### src/hw/rtl/cwb_pkg.sv
`timescale 1ns / 1ps
// Shared types and constants for the coalescing write buffer.
// No dependencies; used by cwb_cmp and coalescing_write_buffer_core.
package cwb_pkg;

  // Default geometry
  localparam int DEPTH_DEFAULT     = 8;
  localparam int ADDR_BITS_DEFAULT = 26;

  // Match-width register
  localparam int              MATCH_W          = 5;
  localparam logic [MATCH_W-1:0] MATCH_BITS_RESET = 5'd22;

  // Input item kinds
  localparam logic KIND_WRITE  = 1'b0;
  localparam logic KIND_REMOVE = 1'b1;

  // Result item kinds
  localparam logic RES_DRAIN  = 1'b0;
  localparam logic RES_STATUS = 1'b1;

  // Sequencer states, one-hot
  typedef enum logic [5:0] {
    ST_IDLE  = 6'b000001,
    ST_SCAN  = 6'b000010,
    ST_DRD   = 6'b000100,
    ST_DLD   = 6'b001000,
    ST_DWAIT = 6'b010000,
    ST_SWAIT = 6'b100000
  } cwb_state_t;

endpackage

### src/hw/rtl/cwb_cmp.sv
`timescale 1ns / 1ps
// Masked block-address comparator shared by every slot of the scan.
// Depends on cwb_pkg for the match-width register size.
module cwb_cmp #(
  parameter int ADDRESS_BITS = cwb_pkg::ADDR_BITS_DEFAULT
) (
  input  logic [cwb_pkg::MATCH_W-1:0] match_bits,
  input  logic [ADDRESS_BITS-1:0]     lhs,
  input  logic [ADDRESS_BITS-1:0]     rhs,
  output logic                        hit
);
  import cwb_pkg::*;

  logic [ADDRESS_BITS-1:0] mask;

  // Top match_bits bits are compared; saturates at the full width
  always_comb begin
    for (int b = 0; b < ADDRESS_BITS; b++) begin
      mask[b] = (ADDRESS_BITS - b) <= int'(match_bits);
    end
  end

  assign hit = ((lhs ^ rhs) & mask) == '0;

endmodule

### src/hw/rtl/coalescing_write_buffer_core.sv
`timescale 1ns / 1ps
// Coalescing write buffer: top level with sequencer, entry memory and output register.
// Depends on cwb_pkg and cwb_cmp.
//
//  channel | direction | handshake          | payload
//  --------+-----------+--------------------+---------------------------------------------
//  in_     | input     | in_valid/in_ready  | kind, address, slot
//  out_    | output    | out_valid/out_ready| res_kind, drain_address, slot_index,
//          |           |                    | coalesced, occupancy, last
//  cfg_    | input     | cfg_wr_en          | cfg_wr_data (match_bits)
//
// One item at a time: in_ready is high only while the sequencer is idle.
// Remove: status item in the cycle after acceptance. Write: one shared comparator
// scans one slot per cycle off the single memory read port, status at the end of
// the scan (earlier on a hit). A full buffer first drains every slot through the
// DRD, DLD and DWAIT states. Output stalls hold the sequencer. Reset is synchronous, active
// low, and clears all valid bits and the count; the entry memory is not cleared.
module coalescing_write_buffer_core #(
  parameter int BUFFER_DEPTH = cwb_pkg::DEPTH_DEFAULT,
  parameter int ADDRESS_BITS = cwb_pkg::ADDR_BITS_DEFAULT
) (
  input  logic                                                  clk,
  input  logic                                                  rst_n,
  input  logic                                                  cfg_wr_en,
  input  logic [cwb_pkg::MATCH_W-1:0]                           cfg_wr_data,
  input  logic                                                  in_valid,
  output logic                                                  in_ready,
  input  logic                                                  in_kind,
  input  logic [ADDRESS_BITS-1:0]                               in_address,
  input  logic [$clog2(BUFFER_DEPTH > 1 ? BUFFER_DEPTH : 2)-1:0] in_slot,
  output logic                                                  out_valid,
  input  logic                                                  out_ready,
  output logic                                                  out_res_kind,
  output logic [ADDRESS_BITS-1:0]                               out_drain_address,
  output logic [$clog2(BUFFER_DEPTH > 1 ? BUFFER_DEPTH : 2)-1:0] out_slot_index,
  output logic                                                  out_coalesced,
  output logic [$clog2(BUFFER_DEPTH + 1)-1:0]                   out_occupancy,
  output logic                                                  out_last
);
  import cwb_pkg::*;

  localparam int SLOT_W = $clog2(BUFFER_DEPTH > 1 ? BUFFER_DEPTH : 2);
  localparam int CNT_W  = $clog2(BUFFER_DEPTH + 1);
  localparam logic [SLOT_W-1:0] LAST_IDX = SLOT_W'(BUFFER_DEPTH - 1);

  // Control state
  cwb_state_t            state_r, state_nxt;
  logic [MATCH_W-1:0]    match_bits_r, match_bits_nxt;
  logic [BUFFER_DEPTH-1:0] valid_r, valid_nxt;
  logic [CNT_W-1:0]      count_r, count_nxt;
  logic [SLOT_W-1:0]     rd_idx_r, rd_idx_nxt;
  logic                  rd_done_r, rd_done_nxt;
  logic                  cmp_vld_r, cmp_vld_nxt;
  logic [SLOT_W-1:0]     cmp_idx_r, cmp_idx_nxt;
  logic                  free_found_r, free_found_nxt;
  logic                  out_valid_r, out_valid_nxt;

  // Payload
  logic [ADDRESS_BITS-1:0] addr_r, addr_nxt;
  logic [SLOT_W-1:0]       free_idx_r, free_idx_nxt;
  logic [ADDRESS_BITS-1:0] mem_q_r;
  logic                    out_kind_r, out_kind_nxt;
  logic [ADDRESS_BITS-1:0] out_addr_r, out_addr_nxt;
  logic [SLOT_W-1:0]       out_slot_r, out_slot_nxt;
  logic                    out_coal_r, out_coal_nxt;
  logic [CNT_W-1:0]        out_occ_r, out_occ_nxt;
  logic                    out_last_r, out_last_nxt;

  // Entry memory port
  logic [ADDRESS_BITS-1:0] entry_mem [BUFFER_DEPTH];
  logic                    mem_re;
  logic                    mem_we;
  logic [SLOT_W-1:0]       mem_waddr;

  logic hit;
  logic out_fire;
  logic cur_valid;
  logic [SLOT_W-1:0] store_slot;

  // Shared comparator: memory read data against the latched write address
  cwb_cmp #(
    .ADDRESS_BITS(ADDRESS_BITS)
  ) u_cmp (
    .match_bits(match_bits_r),
    .lhs       (mem_q_r),
    .rhs       (addr_r),
    .hit       (hit)
  );

  assign out_fire  = out_valid_r && out_ready;
  assign cur_valid = valid_r[cmp_idx_r];
  assign in_ready  = (state_r == ST_IDLE);

  // Sequencer
  always_comb begin
    state_nxt      = state_r;
    match_bits_nxt = cfg_wr_en ? cfg_wr_data : match_bits_r;
    valid_nxt      = valid_r;
    count_nxt      = count_r;
    rd_idx_nxt     = rd_idx_r;
    rd_done_nxt    = rd_done_r;
    cmp_vld_nxt    = 1'b0;
    cmp_idx_nxt    = cmp_idx_r;
    free_found_nxt = free_found_r;
    free_idx_nxt   = free_idx_r;
    addr_nxt       = addr_r;
    out_valid_nxt  = out_valid_r;
    out_kind_nxt   = out_kind_r;
    out_addr_nxt   = out_addr_r;
    out_slot_nxt   = out_slot_r;
    out_coal_nxt   = out_coal_r;
    out_occ_nxt    = out_occ_r;
    out_last_nxt   = out_last_r;
    mem_re         = 1'b0;
    mem_we         = 1'b0;
    mem_waddr      = rd_idx_r;
    store_slot     = free_found_r ? free_idx_r : cmp_idx_r;

    unique case (state_r)
      ST_IDLE: begin
        if (in_valid) begin
          if (in_kind == KIND_REMOVE) begin
            // Remove: empty slot if it is in range and occupied
            if (int'(in_slot) < BUFFER_DEPTH && valid_r[in_slot]) begin
              valid_nxt[in_slot] = 1'b0;
              count_nxt          = count_r - CNT_W'(1);
            end
            out_valid_nxt = 1'b1;
            out_kind_nxt  = RES_STATUS;
            out_addr_nxt  = '0;
            out_slot_nxt  = in_slot;
            out_coal_nxt  = 1'b0;
            out_occ_nxt   = count_nxt;
            out_last_nxt  = 1'b1;
            state_nxt     = ST_SWAIT;
          end else begin
            addr_nxt       = in_address;
            rd_idx_nxt     = '0;
            rd_done_nxt    = 1'b0;
            free_found_nxt = 1'b0;
            state_nxt      = ST_SCAN;
          end
        end
      end

      ST_SCAN: begin
        // Read stage: one slot per cycle
        if (!rd_done_r) begin
          mem_re      = 1'b1;
          cmp_vld_nxt = 1'b1;
          cmp_idx_nxt = rd_idx_r;
          if (rd_idx_r == LAST_IDX) begin
            rd_done_nxt = 1'b1;
          end else begin
            rd_idx_nxt = rd_idx_r + SLOT_W'(1);
          end
        end
        // Compare stage
        if (cmp_vld_r) begin
          if (cur_valid && hit) begin
            out_valid_nxt = 1'b1;
            out_kind_nxt  = RES_STATUS;
            out_addr_nxt  = '0;
            out_slot_nxt  = cmp_idx_r;
            out_coal_nxt  = 1'b1;
            out_occ_nxt   = count_r;
            out_last_nxt  = 1'b1;
            state_nxt     = ST_SWAIT;
          end else begin
            if (!cur_valid && !free_found_r) begin
              free_found_nxt = 1'b1;
              free_idx_nxt   = cmp_idx_r;
            end
            if (cmp_idx_r == LAST_IDX) begin
              if (free_found_r || !cur_valid) begin
                // Miss with room: store in lowest empty slot
                mem_we                = 1'b1;
                mem_waddr             = store_slot;
                valid_nxt[store_slot] = 1'b1;
                count_nxt             = count_r + CNT_W'(1);
                out_valid_nxt         = 1'b1;
                out_kind_nxt          = RES_STATUS;
                out_addr_nxt          = '0;
                out_slot_nxt          = store_slot;
                out_coal_nxt          = 1'b0;
                out_occ_nxt           = count_nxt;
                out_last_nxt          = 1'b1;
                state_nxt             = ST_SWAIT;
              end else begin
                // Miss on a full buffer: drain from slot 0
                rd_idx_nxt = '0;
                state_nxt  = ST_DRD;
              end
            end
          end
        end
      end

      ST_DRD: begin
        mem_re    = 1'b1;
        state_nxt = ST_DLD;
      end

      ST_DLD: begin
        valid_nxt[rd_idx_r] = 1'b0;
        count_nxt           = count_r - CNT_W'(1);
        out_valid_nxt       = 1'b1;
        out_kind_nxt        = RES_DRAIN;
        out_addr_nxt        = mem_q_r;
        out_slot_nxt        = rd_idx_r;
        out_coal_nxt        = 1'b0;
        out_occ_nxt         = count_nxt;
        out_last_nxt        = 1'b0;
        state_nxt           = ST_DWAIT;
      end

      ST_DWAIT: begin
        if (out_fire) begin
          out_valid_nxt = 1'b0;
          if (rd_idx_r == LAST_IDX) begin
            // Drain done: new address goes to slot 0
            mem_we        = 1'b1;
            mem_waddr     = '0;
            valid_nxt[0]  = 1'b1;
            count_nxt     = count_r + CNT_W'(1);
            out_valid_nxt = 1'b1;
            out_kind_nxt  = RES_STATUS;
            out_addr_nxt  = '0;
            out_slot_nxt  = '0;
            out_coal_nxt  = 1'b0;
            out_occ_nxt   = count_nxt;
            out_last_nxt  = 1'b1;
            state_nxt     = ST_SWAIT;
          end else begin
            rd_idx_nxt = rd_idx_r + SLOT_W'(1);
            state_nxt  = ST_DRD;
          end
        end
      end

      ST_SWAIT: begin
        if (out_fire) begin
          out_valid_nxt = 1'b0;
          state_nxt     = ST_IDLE;
        end
      end

      default: begin
        state_nxt = ST_IDLE;
      end
    endcase
  end

  // Entry memory, registered read
  always_ff @(posedge clk) begin
    if (mem_we) begin
      entry_mem[mem_waddr] <= addr_r;
    end
    if (mem_re) begin
      mem_q_r <= entry_mem[rd_idx_r];
    end
  end

  // Control registers
  always_ff @(posedge clk) begin
    if (!rst_n) begin
      state_r      <= ST_IDLE;
      match_bits_r <= MATCH_BITS_RESET;
      valid_r      <= '0;
      count_r      <= '0;
      rd_idx_r     <= '0;
      rd_done_r    <= 1'b0;
      cmp_vld_r    <= 1'b0;
      cmp_idx_r    <= '0;
      free_found_r <= 1'b0;
      out_valid_r  <= 1'b0;
    end else begin
      state_r      <= state_nxt;
      match_bits_r <= match_bits_nxt;
      valid_r      <= valid_nxt;
      count_r      <= count_nxt;
      rd_idx_r     <= rd_idx_nxt;
      rd_done_r    <= rd_done_nxt;
      cmp_vld_r    <= cmp_vld_nxt;
      cmp_idx_r    <= cmp_idx_nxt;
      free_found_r <= free_found_nxt;
      out_valid_r  <= out_valid_nxt;
    end
  end

  // Payload registers
  always_ff @(posedge clk) begin
    addr_r     <= addr_nxt;
    free_idx_r <= free_idx_nxt;
    out_kind_r <= out_kind_nxt;
    out_addr_r <= out_addr_nxt;
    out_slot_r <= out_slot_nxt;
    out_coal_r <= out_coal_nxt;
    out_occ_r  <= out_occ_nxt;
    out_last_r <= out_last_nxt;
  end

  assign out_valid         = out_valid_r;
  assign out_res_kind      = out_kind_r;
  assign out_drain_address = out_addr_r;
  assign out_slot_index    = out_slot_r;
  assign out_coalesced     = out_coal_r;
  assign out_occupancy     = out_occ_r;
  assign out_last          = out_last_r;

endmodule

### config.mk
export PLATFORM = sky130hd
export DESIGN_NAME = coalescing_write_buffer_core
export DESIGN_NICKNAME = d
export VERILOG_FILES = /design/src/hw/rtl/cwb_pkg.sv /design/src/hw/rtl/cwb_cmp.sv /design/src/hw/rtl/coalescing_write_buffer_core.sv
export SDC_FILE = /design/constraint.sdc
export NUM_CORES = 1
export LEC_CHECK = 0
export BUFFER_PORTS_ARGS = -buffer_cell sky130_fd_sc_hd__clkbuf_2
export CAP_MARGIN = 20
export CORE_UTILIZATION = 49
export CTS_BUF_LIST = sky130_fd_sc_hd__clkbuf_8
export CTS_CLUSTER_SIZE = 20
export DETAILED_ROUTE_END_ITERATION = 10
export PLACE_DENSITY = 0.66
export REMOVE_ABC_BUFFERS = 1
export SETUP_SLACK_MARGIN = 0.15
export SYNTH_ARGS = -nofsm -noshare
export SYNTH_HDL_FRONTEND = slang
export SYNTH_SLANG_ARGS = --single-unit
### constraint.sdc
create_clock -name clk -period 10.36 [get_ports clk]
set_input_delay 1.036 -clock clk [delete_from_list [all_inputs] [get_ports clk]]
set_output_delay 1.036 -clock clk [all_outputs]
set_load 0.03 [all_outputs]
# Word level (Yosys, flattened, before mapping)
# Memory sizes are Yosys's and may differ from the RTL's. A register that Yosys moved wholly into a read port is not among the register bits.
# Cells that the tools add are included.
word_totals:
  reg_bits: 97
  mem_bits_rw: 208
  output_inout_bits: 38
  wordCells: 233
  n_memories: 1
classes:
  add_sub_neg: 3
  order_cmp: 33
  n_eq_ne: 22
  mux: 118
  bitwise_logic: 10
  reduce_logical: 28
memory_table:
  columns: ["memory", "words", "width", "read_ports", "rd_clocked_by_memory_dff", "wr", "line", "text"]
  rows:
  - ["entry_mem", 8, 26, 1, 1, 1, "coalescing_write_buffer_core.sv:70", "logic [ADDRESS_BITS-1:0] entry_mem [BUFFER_DEPTH];"]
ops:
  columns: ["operator", "count"]
  rows:
  - ["two-way mux 26 bit", 8]
  - ["one-hot mux 26 bit (4 select lines)", 1]
  - ["two-way mux 3 bit", 24]
  - ["two-way mux 8 bit", 7]
  - ["less-or-equal comparator 5 bit, first input constant", 11]
  - ["two-way mux 6 bit", 9]
  - ["two-way mux 4 bit", 11]
  - ["less-or-equal comparator 4 x 5 -> 1 bit, first input constant", 8]
  - ["two-way mux 1 bit", 38]
  - ["one-hot mux 6 bit (6 select lines)", 1]
  - ["one-hot mux 4 bit (4 select lines)", 2]
  - ["bitwise AND 26 bit", 1]
  - ["zero test 26 bit", 1]
  - ["XOR 26 bit", 1]
  - ["AND reduction 8 bit", 3]
  - ["one-hot mux 7 bit (3 select lines)", 1]
  - ["less-or-equal comparator 3 x 5 -> 1 bit, first input constant", 4]
  - ["inequality test 2 bit, second input constant", 10]
  - ["bitwise AND 8 bit", 2]
  - ["< comparator 3 x 4 -> 1 bit, second input constant", 4]
  - ["NOT 8 bit", 2]
  - ["one-hot mux 1 bit (4 select lines)", 3]
  - ["one-hot mux 3 bit (4 select lines)", 1]
  - ["less-or-equal comparator 2 x 5 -> 1 bit, first input constant", 2]
  - ["other kinds (36)", 59]

# Longest topological paths before layout
# Gate-level depths: netlist of run 1.
logic_depth:
  ltp_word: 11
  mapped_depth: 11
  mapped_depth_nobuf: 9

# Modules after synthesis
# From an unflattened synthesis of run 1, not the netlist that was laid out.
unflattened:
  cells_unflattened: 912
  area_unflattened_um2: 13510.5
by_module_without_submodules:
  columns: ["module", "instances", "cells_each", "area_per_inst_um2", "seq_area_each_um2"]
  rows:
  - ["coalescing_write_buffer_core", 1, 824, 12888.6, 9609.2]
  - ["cwb_cmp", 1, 88, 621.8, 0.0]

# Least setup slack after synthesis of run 1
# No wires, ideal clock.
synth_timing:
  path_kind: "reg-to-reg"
  start: "register addr_r[23]"
  end: "memory entry_mem[2][0] (netlist bit), enable pin"
  setup_ns: 0.475
  arrival_time_ns: 4.610
  setup_slack_ns: 5.275
  stages_incl_launch_ff: 10
  n_path_buf: 1
  period_less_slack_ns: 5.085
  path_cell_list: "edfxtp_1 xnor2_1 o211ai_1 a221oi_2 o2111ai_1 or3_4 and3_4 o21a_1 buf_6 nor4_1"
synth_between:
  elab_chain_cells: 9
  elab_cells_between_ends: 12
  classes_between: "mux (8); bitwise (2); reduce/logical (2)"
synth_rtl:
  columns: ["item", "line", "text"]
  rows:
  - ["start: declaration", "coalescing_write_buffer_core.sv:59", "logic [ADDRESS_BITS-1:0] addr_r, addr_nxt;"]
  - ["start signal: assignment", "coalescing_write_buffer_core.sv:293", "addr_r <= addr_nxt;"]
  - ["XOR 26 bit *", "cwb_cmp.sv:23", "assign hit = ((lhs ^ rhs) & mask) == '0;"]
  - ["bitwise AND 26 bit *", "cwb_cmp.sv:23", null]
  - ["zero test 26 bit *", "cwb_cmp.sv:23", null]
  - ["logical AND 1 bit *", "coalescing_write_buffer_core.sv:160", "if (cur_valid && hit) begin"]
  - ["two-way mux 1 bit", "coalescing_write_buffer_core.sv:160", null]
  - ["two-way mux 1 bit", "coalescing_write_buffer_core.sv:159", "if (cmp_vld_r) begin"]
  - ["one-hot mux 1 bit (2 select lines)", "coalescing_write_buffer_core.sv:119", "unique case (state_r)"]
  - ["two-way mux 1 bit", "coalescing_write_buffer_core.sv:256", "if (mem_we) begin"]
  - ["two-way mux 1 bit (implied by the code)", "coalescing_write_buffer_core.sv:257", "entry_mem[mem_waddr] <= addr_r;"]
  - ["end: declaration", "coalescing_write_buffer_core.sv:70", null]
# Mark *: on every way between the ends. The rest lies on a longest branch, timed or not.

# Worst setup path in the final report of run 1
layout_timing:
  start: "register rd_idx_r[1]"
  end: "memory entry_mem[0][16] (netlist bit), enable pin"
layout_between:
  elab_chain_cells: 6
  elab_cells_between_ends: 13
  classes_between: "eq/ne (1); mux (12)"
layout_rtl:
  columns: ["item", "line", "text"]
  rows:
  - ["start: declaration", "coalescing_write_buffer_core.sv:51", "logic [SLOT_W-1:0] rd_idx_r, rd_idx_nxt;"]
  - ["start signal: assignment", "coalescing_write_buffer_core.sv:282", "rd_idx_r <= rd_idx_nxt;"]
  - ["equality test 3 bit", "coalescing_write_buffer_core.sv:220", "if (rd_idx_r == LAST_IDX) begin"]
  - ["two-way mux 1 bit", "coalescing_write_buffer_core.sv:220", null]
  - ["two-way mux 1 bit", "coalescing_write_buffer_core.sv:218", "if (out_fire) begin"]
  - ["one-hot mux 1 bit (2 select lines)", "coalescing_write_buffer_core.sv:119", null]
  - ["two-way mux 1 bit", "coalescing_write_buffer_core.sv:256", null]
  - ["two-way mux 1 bit (implied by the code)", "coalescing_write_buffer_core.sv:257", null]
# Parallel ways exist; a longest one is shown, timed or not.

==> metrics.txt, run 1 <==
result of the run=complete, no violations; Critical Path RT=10.59 ns; VDD IR-drop max=a little under 0.1 mV; filler-free cell count of the finished design=1373; Finish-stage setup viols=0; sequential fraction of the synthesis area=0.7233; placer congestion estimate=0.8751; Post-Syn Instances=roughly 900; Async S/R FF share, synth=0; Reg-to-Reg Start=rd_idx_r[1]$_SDFFE_PN0P_; Main synth FF type=edfxtp_1; TritonCTS Sinks=331; final setup skew=approximately 0.036 ns; DRC violations left=0; total power=2858 uW; CTS Buf Count=52; combinational family with the most area after synthesis=compound AO/OA/AOI/OAI gates; Die H=approximately 170 um; multi-input combinational cell area=0.003490 mm2; area grow syn2layout=13.85%; Tcrit/Tclk final=0.4117; CTS Hold Buffers Added=0; clock transition at the registers of the reported paths=0.06 ns; Netlist cell types=69; hold_sp=valid_r[7]$_SDFFE_PN0P_; Synth Area in Adders=0.003767; min cycle time layout=4.265 ns; Fill cells=2033; final WL=31720 um; crit-path cells=ha_1 -> and2_1 -> inv_1 -> nor3_1 -> o21ai_0 -> nor3b_1 -> a32oi_1 -> nor3_2 -> buf_4; DRT antenna net count=0; Setup TNS=0 ns; grt total ovfl=0; multiplexer area fraction after synthesis=0.01450; Max-slew headroom=0.2177; Syn. warnings=0; simple-gate share of the synthesized area=0.09437; row count=59; Detailed Route Iter0 Violations=874; root buf cell=clkbuf_8; commonest non-fill, non-tap cell in the layout=edfxtp_1; Ant. Diodes=0; Worst Hold Class=reg -> reg; Post-Syn Area=0.01329 mm2; Slew Limit Fails=0; I/O pin count=78; worst-path fanout max=19; CTS resizes=0; DP Worst Slack=~6.1 ns; Compound-Gate Fraction of Synth Area=0.1251; Clock Tree Buf Depth=3; Synth Area in XOR/XNOR=0.01912; clock latency on the worst-skew pair=0.60 ns; Avg Cell Area, Syn=14.81 um2; Via-to-Cell Ratio=6.141; DIE AREA=0.02778 mm2; Port Buf Inserts=77; endpoint type of the worst setup path=register; PD cells=about 190 mW/mm2; vias=roughly 8400; H-tree levels=2; Worst EP arrival=~4.5 ns; Worst setup SP type=register; Avg WL per Cell=23.10 um; P_leak=0.005071 uW; Final nets=approximately 1000; commonest non-fill, non-tap cells in the layout=edfxtp_1, a22oi_1, clkbuf_2; vias in the first global route=8258; final-report hold violation count=0; slowest CP cell=nor3_2; register area=approximately 0.0096 mm2; placed insts=approximately 1300; critical path type=reg -> reg; core area=0.02635 mm2; share of cells above drive strength 1=0.2013; Total GRT Usage=0.2320; Slew @ Worst Pin=approximately 1.2 ns; first-pass GRT wire length=48570 um; largest net degree at the start of global routing=37; RSZ-0062 raised after global routing=false; maxcap violations=0; Initial Util=0.5041; initial antenna violation count=0; CTS tree=yes; Die Width=166.7 um; dpl hpwl=18880 um; Worst Setup SP=rd_idx_r[1]$_SDFFE_PN0P_; Seq cells post-synth=331; CP max stage delay=roughly 0.77 ns; EDFF count, synth=298; f_max=234.5 MHz; drt first pass iters=5; setup bufs post-CTS=0; final worst slack=6.095 ns
==> report_power, final <==
group / internal (uW) / switching [uW]
Combinational: 64.7 / 174
Sequential: 1520 / 37.2
Clock: 563 / 501
Total: 2150 / 712
==> kinds of logic (layout without fill, tap and decap cells) <==
family	after synthesis	after routing
flip-flops	331	331
AO/OA/AOI/OAI	238	238
AND/OR/NAND/NOR	218	218
buffers and inverters	63	204
XOR/XNOR	29	29
multiplexers	14	14
adder cells (fa/ha/maj)	4	4
==> flip-flops by register name (all words and copies together) (netlist names) <==
name,count
mem_q_r,26
out_coalesced,1
valid_r,8
cmp_idx_r,3
out_drain_address,26
free_found_r,1
out_last,1
state_r,6
out_occupancy,4
free_idx_r,3
rd_done_r,1
out_slot_index,3
addr_r,26
rd_idx_r,3
out_valid,1
count_r,4
cmp_vld_r,1
entry_mem,208
match_bits_r,5
==> critical path: cells and delay by family, from the launching register on <==
kind,cells,cell delay [ns]
fa+ha+maj,1,0.33
buf+inv,2,0.60
simple gates,4,1.96
flops,1,0.64
compound gates,2,0.38
==> per-layer routing <==
layer	vias to the layer above	part of all wire	global-route usage
met5	-	0	0
met4	0	0.029	0.09420
met3	74	0.073	0.04563
met2	381	0.47	0.3688
met1	4188	0.43	0.3152
li1	3789	-	-
==> cell usage after synthesis (4+ instances only) <==
library cell,count,area (um2)
edfxtp_1,298,8949
a22oi_1,106,795.8
nand2_1,48,180.2
a21oi_1,37,185.2
clkbuf_1,37,138.9
dfxtp_1,33,660.6
o21ai_0,33,165.2
and2_1,32,200.2
nand4_1,30,187.7
nor2_1,25,93.84
xnor2_1,25,219.0
nor3_1,14,70.07
nand3_1,11,55.05
nor3b_1,11,82.58
buf_2,10,50.05
inv_1,9,33.78
nor4_1,9,56.30
mux2i_1,8,80.08
and3_1,7,43.79
o211ai_1,7,52.55
o22ai_1,6,37.54
a31oi_1,5,31.28
o21a_1,5,37.54
o221a_2,5,56.30
ha_1,4,50.05
mux4_2,4,90.09
nand3b_1,4,30.03
xor2_1,4,35.03
==> final timing paths <==
check	endpoint	slack, ns	cells past startpoint
worst max register to register	entry_mem[0][16]$_DFFE_PP_	6.10	9
worst min-delay path	valid_r[7]$_SDFFE_PN0P_	0.51	1
worst min register to register	valid_r[7]$_SDFFE_PN0P_	0.51	1
worst max-delay path	entry_mem[0][16]$_DFFE_PP_	6.10	9
==> through the flow <==
step / utilization / hold slack, ns / instance area, um2
global route: 0.5739 / 0.5541 / 15130
floorplan: - / 0.4531 / 13060
global placement: 0.5345 / 0.4963 / 14090
finish: 0.5739 / 0.5061 / 15130
CTS: 0.5738 / 0.5154 / 15120
detailed placement: 0.5354 / 0.5019 / 14110
==> area by class of cell <==
type / count / share of cell area
Sequential cell: 331 / 0.6353
Multi-Input combinational cell: 503 / 0.2307
Clock buffer: 54 / 0.04914
Timing Repair Buffer: 99 / 0.03673
Tap cell: 335 / 0.02771
Clock inverter: 40 / 0.01770
Inverter: 11 / 0.002730
Power figures use the tool's default switching activity.
==> run 2: changes to the inputs <==
- PLACE_DENSITY: 0.66 -> 0.69
- clock period: 10.36 -> 3.6 ns (I/O delays scaled with it)
==> metrics.txt, run 2 (synthesized netlist as in run 1, its figures left out) <==
result of the run=complete, no violations; commonest non-fill, non-tap cell in the layout=edfxtp_1; DIE AREA=0.02778 mm2 (unchanged); clock latency on the worst-skew pair=0.59 ns (about the same); Slew Limit Fails=0 (unchanged); endpoint type of the worst setup path=register; DRT antenna net count=0 (unchanged); Seq pwr share=0.549 (+0.005); Worst EP arrival=3.58 ns (-0.92 ns); drt first pass iters=7 (+2); Initial Util=0.5041 (unchanged); crit-path cells=mux4_2 -> mux2i_2 -> buf_4 -> a221oi_2 -> o2111ai_1 -> or3_4 -> nor3b_1 -> a32oi_1 -> nor3b_2 -> buf_12; Setup TNS=0 ns (unchanged); H-tree levels=2 (unchanged); RSZ-0062 raised after global routing=false; final WL=32970 um (+3.9%); final worst slack=0.2725 ns (-5.823 ns); Avg WL per Cell=23.45 um (+1.5%); DRC violations left=0 (unchanged); final setup skew=0.03043 ns (-0.005327 ns); clock share of power=0.361 (-0.011); TritonCTS Sinks=331 (unchanged); Final nets=1081 (+3.7%); clock transition at the registers of the reported paths=0.06 ns (about the same); Ant. Diodes=0 (unchanged); placer congestion estimate=0.8885 (+1.5%); share of cells above drive strength 1=0.2073 (+0.005934); Tcrit/Tclk final=0.9243 (+0.5126); P_leak=0.005254 uW (+3.6%); final-report hold violation count=0 (unchanged); area grow syn2layout=17.24%; Final Hold Slack=0.04660 ns (-0.4595 ns); first-pass GRT wire length=49510 um (+1.9%); Clock Tree Buf Depth=3 (unchanged); Slew @ Worst Pin=0.9740 ns (-0.1944 ns); grt total ovfl=0 (unchanged); Via-to-Cell Ratio=6.140 (about the same); vias=8633 (+2.4%); Detailed Route Iter0 Violations=955 (+9.3%); Die Width=166.7 um (unchanged); VDD IR-drop max=0.4020 mV (+310%); CTS Buf Count=50 (-3.8%); Total GRT Usage=0.2369 (+0.004843); initial antenna violation count=0 (unchanged); min cycle time layout=3.328 ns (-0.9373 ns); PD cells=522.7 mW/mm2 (+180%); Critical Path RT=3.85 ns (-6.74 ns); I/O pin count=78 (unchanged); dpl hpwl=19360 um (+2.5%); CP max stage delay=0.53 ns (-0.24 ns); row count=59 (unchanged); design area=0.01558 mm2 (+3.0%); Finish-stage setup viols=0 (unchanged); CTS tree=yes; vias in the first global route=8462 (+2.5%); maxcap violations=0 (unchanged); worst-path fanout max=26 (+7); Port Buf Inserts=77 (unchanged); Worst Hold Class=in -> reg; core area=0.02635 mm2 (unchanged); Worst setup SP type=register; slowest CP cell=mux4_2; Max-slew headroom=0.3507 (+0.1330); f_max=300.5 MHz (+28%); DP Worst Slack=0.2040 ns (-5.901 ns); commonest non-fill, non-tap cells in the layout=edfxtp_1, a22oi_1, clkbuf_2; Largest Register=entry_mem; Placement Cell Area=0.01431 mm2 (+1.4%); NetSw=2011 uW (+180%); Comb power frac=0.090 (+0.006); max FFs per register=208 (unchanged); internal power=6130 uW (+190%); root buf cell=clkbuf_8; largest net degree at the start of global routing=44 (+19%); critical path type=reg -> reg; Die H=166.7 um (unchanged); sw frac=0.2470 (-0.002152); total power=8141 uW (+180%)
run 2: cell count changes in the layout (fill, tap and decap cells not counted), sizes merged:
cell / before / now
buf: 21 / 37
bufinv: 3 / 2
clkinv: 15 / 8
dlygate4sd3: 0 / 26
clkinvlp: 1 / 0
run 2: power by group through the flow:
stage | combinational (uW) | sequential, uW | clock [uW]
2_1_floorplan | 253 | 4730 | 0
3_3_place_gp | 700 | 4540 | 0
3_5_place_dp | 707 | 4550 | 0
4_1_cts | 732 | 4470 | 2990
5_1_grt | 777 | 4490 | 3160
6_report | 730 | 4470 | 2940
run 2: final cells by class:
type / instances / area [um2]
fill: 2011 / 10780
tap: 335 / 419.2
sequential: 331 / 9609
clock buffer: 55 / 757.0
clock inverter: 31 / 191.4
inverter: 11 / 41.29
timing repair buffer: 140 / 1018
multi-input combinational: 503 / 3540
run 2: stage by stage:
stage | cells | util
after floorplan | 845 | -
after CTS | 1406 | 0.5888
final | 1406 | 0.5910
after global placement | 1294 | 0.5429
after global routing | 1406 | 0.5910
after detailed placement | 1294 | 0.5429
run 2: worst max-delay path, delay by kind of cell (launching register included):
family,cells,cell delay (ns)
compound gates,3,0.39
flops,1,0.40
buf+inv,2,0.45
mux,2,0.81
simple gates,3,0.93
run 2: metal layers:
metal | share of wire | track usage | vias up
met5 | 0 | 0 | -
met4 | 0.027 | 0.08011 | 0
met3 | 0.077 | 0.03897 | 79
met2 | 0.48 | 0.3955 | 438
met1 | 0.41 | 0.3164 | 4250
li1 | - | - | 3866
run 2: timing repair:
action / 4_1_cts / 5_1_grt
endpoints found under the hold margin: 26 / 0
setup endpoints to repair: 0 / 178
gates resized for setup: 0 / 10
hold buffers: 26 / 0
setup buffers: 0 / 0
run 2: path summary, 6_finish.rpt:
path / start / end / slack [ns] / cells after the start
max: cmp_idx_r[0]$_SDFFE_PN0P_ / entry_mem[4][20]$_DFFE_PP_ / 0.27 / 10
min: cfg_wr_data[2] / match_bits_r[2]$_SDFFE_PN1P_ / 0.05 / 3
max reg2reg: cmp_idx_r[0]$_SDFFE_PN0P_ / entry_mem[4][20]$_DFFE_PP_ / 0.27 / 10
min reg2reg: valid_r[7]$_SDFFE_PN0P_ / valid_r[7]$_SDFFE_PN0P_ / 0.51 / 1
==> run 3: changes to the inputs <==
- ABC_AREA: default -> 1
==> metrics.txt, run 3 <==
result of the run=complete, no violations; Via-to-Cell Ratio=5.511 (-10%); Area contributors post-synth=edfxtp_1, nand2_1, dfxtp_1; Clock Tree Buf Depth=3 (unchanged); Largest Register=entry_mem; maxcap violations=0 (unchanged); final WL=33770 um (+2.4%); vias=9325 (+8.0%); CTS Hold Buffers Added=26 (unchanged); Slew Limit Fails=0 (unchanged); vias in the first global route=9053 (+7.0%); CTS Buf Count=53 (+6.0%); area grow syn2layout=17.09%; Tcrit/Tclk final=0.8445 (-0.07978); Total GRT Usage=0.2405 (+0.003613); first-pass GRT wire length=51420 um (+3.9%); Worst setup SP type=register; TritonCTS Sinks=331 (unchanged); f_max=328.9 MHz (+9.4%); PD cells=570.8 mW/mm2 (+9.2%); Avg WL per Cell=19.96 um (-15%); DRC violations left=0 (unchanged); Util after Layout=0.5871 (-0.003963); DRT antenna net count=0 (unchanged); multi-input combinational cell area=0.003488 mm2 (-1.4%); Initial Util=0.5014 (-0.002722); Netlist cell types=47 (-32%); count leader, synth=edfxtp_1; final setup skew=0.03711 ns (+0.006684 ns); filler-free cell count of the finished design=1692 (+20%); min cycle time layout=3.040 ns (-0.2872 ns); Die H=168.5 um (+1.1%); Ant. Diodes=0 (unchanged); sequential fraction of the synthesis area=0.7072 (-0.01612); Die Width=168.5 um (+1.1%); commonest non-fill, non-tap cells in the layout=edfxtp_1, nand2_1, inv_1; DIE AREA=0.02840 mm2 (+2.3%); Finish-stage setup viols=0 (unchanged); Max-slew headroom=0.5343 (+0.1836); CTS tree=yes; biggest area consumer among synthesized cells=edfxtp_1; Worst Hold Class=in -> reg; clock latency on the worst-skew pair=0.59 ns (about the same); drt first pass iters=5 (-2); Critical Path RT=3.81 ns (-0.04 ns); endpoint type of the worst setup path=register; I/O pin count=78 (unchanged); largest net degree at the start of global routing=46 (+4.5%); Synth top cells by count=edfxtp_1, nand2_1, inv_1; root buf cell=clkbuf_8; Slew @ Worst Pin=0.6913 ns (-0.2827 ns); core area=0.02710 mm2 (+2.8%); clock transition at the registers of the reported paths=0.06 ns (about the same); Fill cells=2190 (+8.9%); Avg Cell Area, Syn=12.21 um2 (-18%); Main synth FF type=edfxtp_1; critical path type=reg -> reg; H-tree levels=2 (unchanged); placer congestion estimate=0.8933 (+0.54%); register area=0.009609 mm2 (unchanged); EDFF count, synth=298 (unchanged); max FFs per register=208 (unchanged); worst-path fanout max=26 (unchanged); Final nets=1320 (+22%); row count=60 (+1.7%); Worst EP arrival=3.25 ns (-0.33 ns); Post-Syn Area=0.01359 mm2 (+2.3%); RSZ-0062 raised after global routing=false; dpl hpwl=21160 um (+9.3%); placed insts=1567 (+21%); share of the synthesized area in the top cell type=0.6586 (-0.01501); share of cells above drive strength 1=0.1727 (-0.03456); Syn. warnings=0 (unchanged); Async S/R FF share, synth=0 (unchanged); setup bufs post-CTS=0 (unchanged); final-report hold violation count=0 (unchanged); total power=9082 uW (+12%); CTS resizes=0 (unchanged); Detailed Route Iter0 Violations=769 (-19%); Seq cells post-synth=331 (unchanged); Port Buf Inserts=77 (unchanged); commonest non-fill, non-tap cell in the layout=edfxtp_1; grt total ovfl=0 (unchanged); initial antenna violation count=0 (unchanged); VDD IR-drop max=0.3737 mV (-7.0%); Post-Syn Instances=1113 (+24%); P_leak=0.006008 uW (+14%)
==> run 3: cell types whose count changed after synthesis, sizes merged, moves of 21 or more <==
cell,previous run,this run
a22o,0,25
a22oi,106,32
and2,32,0
clkbuf,37,16
inv,10,106
nand2,48,234
nand3,12,42
nor2,25,82
o21ai,33,58
xnor2,25,4
==> run 3: final timing paths <==
| kind | cells after the start | to | startpoint | slack [ns] |
|---|---|---|---|---|
| worst min register to register | 2 | valid_r[3]$_SDFFE_PN0P_ | valid_r[3]$_SDFFE_PN0P_ | 0.48 |
| worst max register to register | 13 | entry_mem[0][5]$_DFFE_PP_ | addr_r[14]$_DFFE_PP_ | 0.56 |
| worst min-delay path | 3 | match_bits_r[1]$_SDFFE_PN1P_ | cfg_wr_data[1] | 0.03 |
| worst max-delay path | 13 | entry_mem[0][5]$_DFFE_PP_ | addr_r[14]$_DFFE_PP_ | 0.56 |
==> run 3: per-stage QoR <==
stage	cell area [um2]	worst slack, ns	hold WS (ns)	setup TNS, ns
global placement	14650	0.6341	0.4729	0
finish	15910	0.5597	0.02554	0
floorplan	13430	-1.244	0.4373	-41.79
global route	15910	0.3559	0.01352	0
CTS	15910	0.5690	0.004791	0
detailed placement	14650	0.6153	0.4734	0
==> run 3: critical path, stage by stage (launching register included) <==
cell and delay [ns]:
edfxtp_1 0.51, or2_2 0.33, nand3_1 0.08, nand2_1 0.05, nor2_1 0.09, nand2_1 0.07, nor2_2 0.12, nand3_2 0.32
nand3_1 0.23, nand2_1 0.06, nand3_1 0.09, nand3_1 0.16, nor2_2 0.14, buf_4 0.40
==> run 3: power by group <==
| part | total (uW) | internal (uW) | leakage [uW] | switching [uW] |
|---|---|---|---|---|
| Clock | 3020 | 1550 | 0.000572 | 1460 |
| Sequential | 4540 | 4420 | 0.00298 | 118 |
| Combinational | 1530 | 483 | 0.00245 | 1040 |
==> run 3: cell type report <==
cell class              count  share of cell area
clock inverters            45             0.01620
clock buffers              54             0.04671
flip-flops and latches    331              0.6040
well taps                 372             0.02925
repair buffers            141             0.05851
inverters                 110             0.02611
multi-input cells         639              0.2193
==> run 3: kinds of logic after synthesis <==
kind of cell    after synthesis  synth area share
flops                       331            0.7072
xor+xnor                     14          0.009023
mux                           1         0.0007367
fa+ha+maj                     4          0.003683
simple gates                416            0.1379
compound gates              204           0.09926
buf+inv                     143           0.04217
==> run 3: per-layer routing <==
metal | wire length [um] | share of wire | global-route usage | vias to the layer above
li1 | - | - | - | 4369
met3 | 2355 | 0.070 | 0.03764 | 70
met5 | 0 | 0 | 0 | -
met4 | 988 | 0.029 | 0.08577 | 0
met2 | 16320 | 0.48 | 0.3976 | 395
met1 | 14110 | 0.42 | 0.3248 | 4491
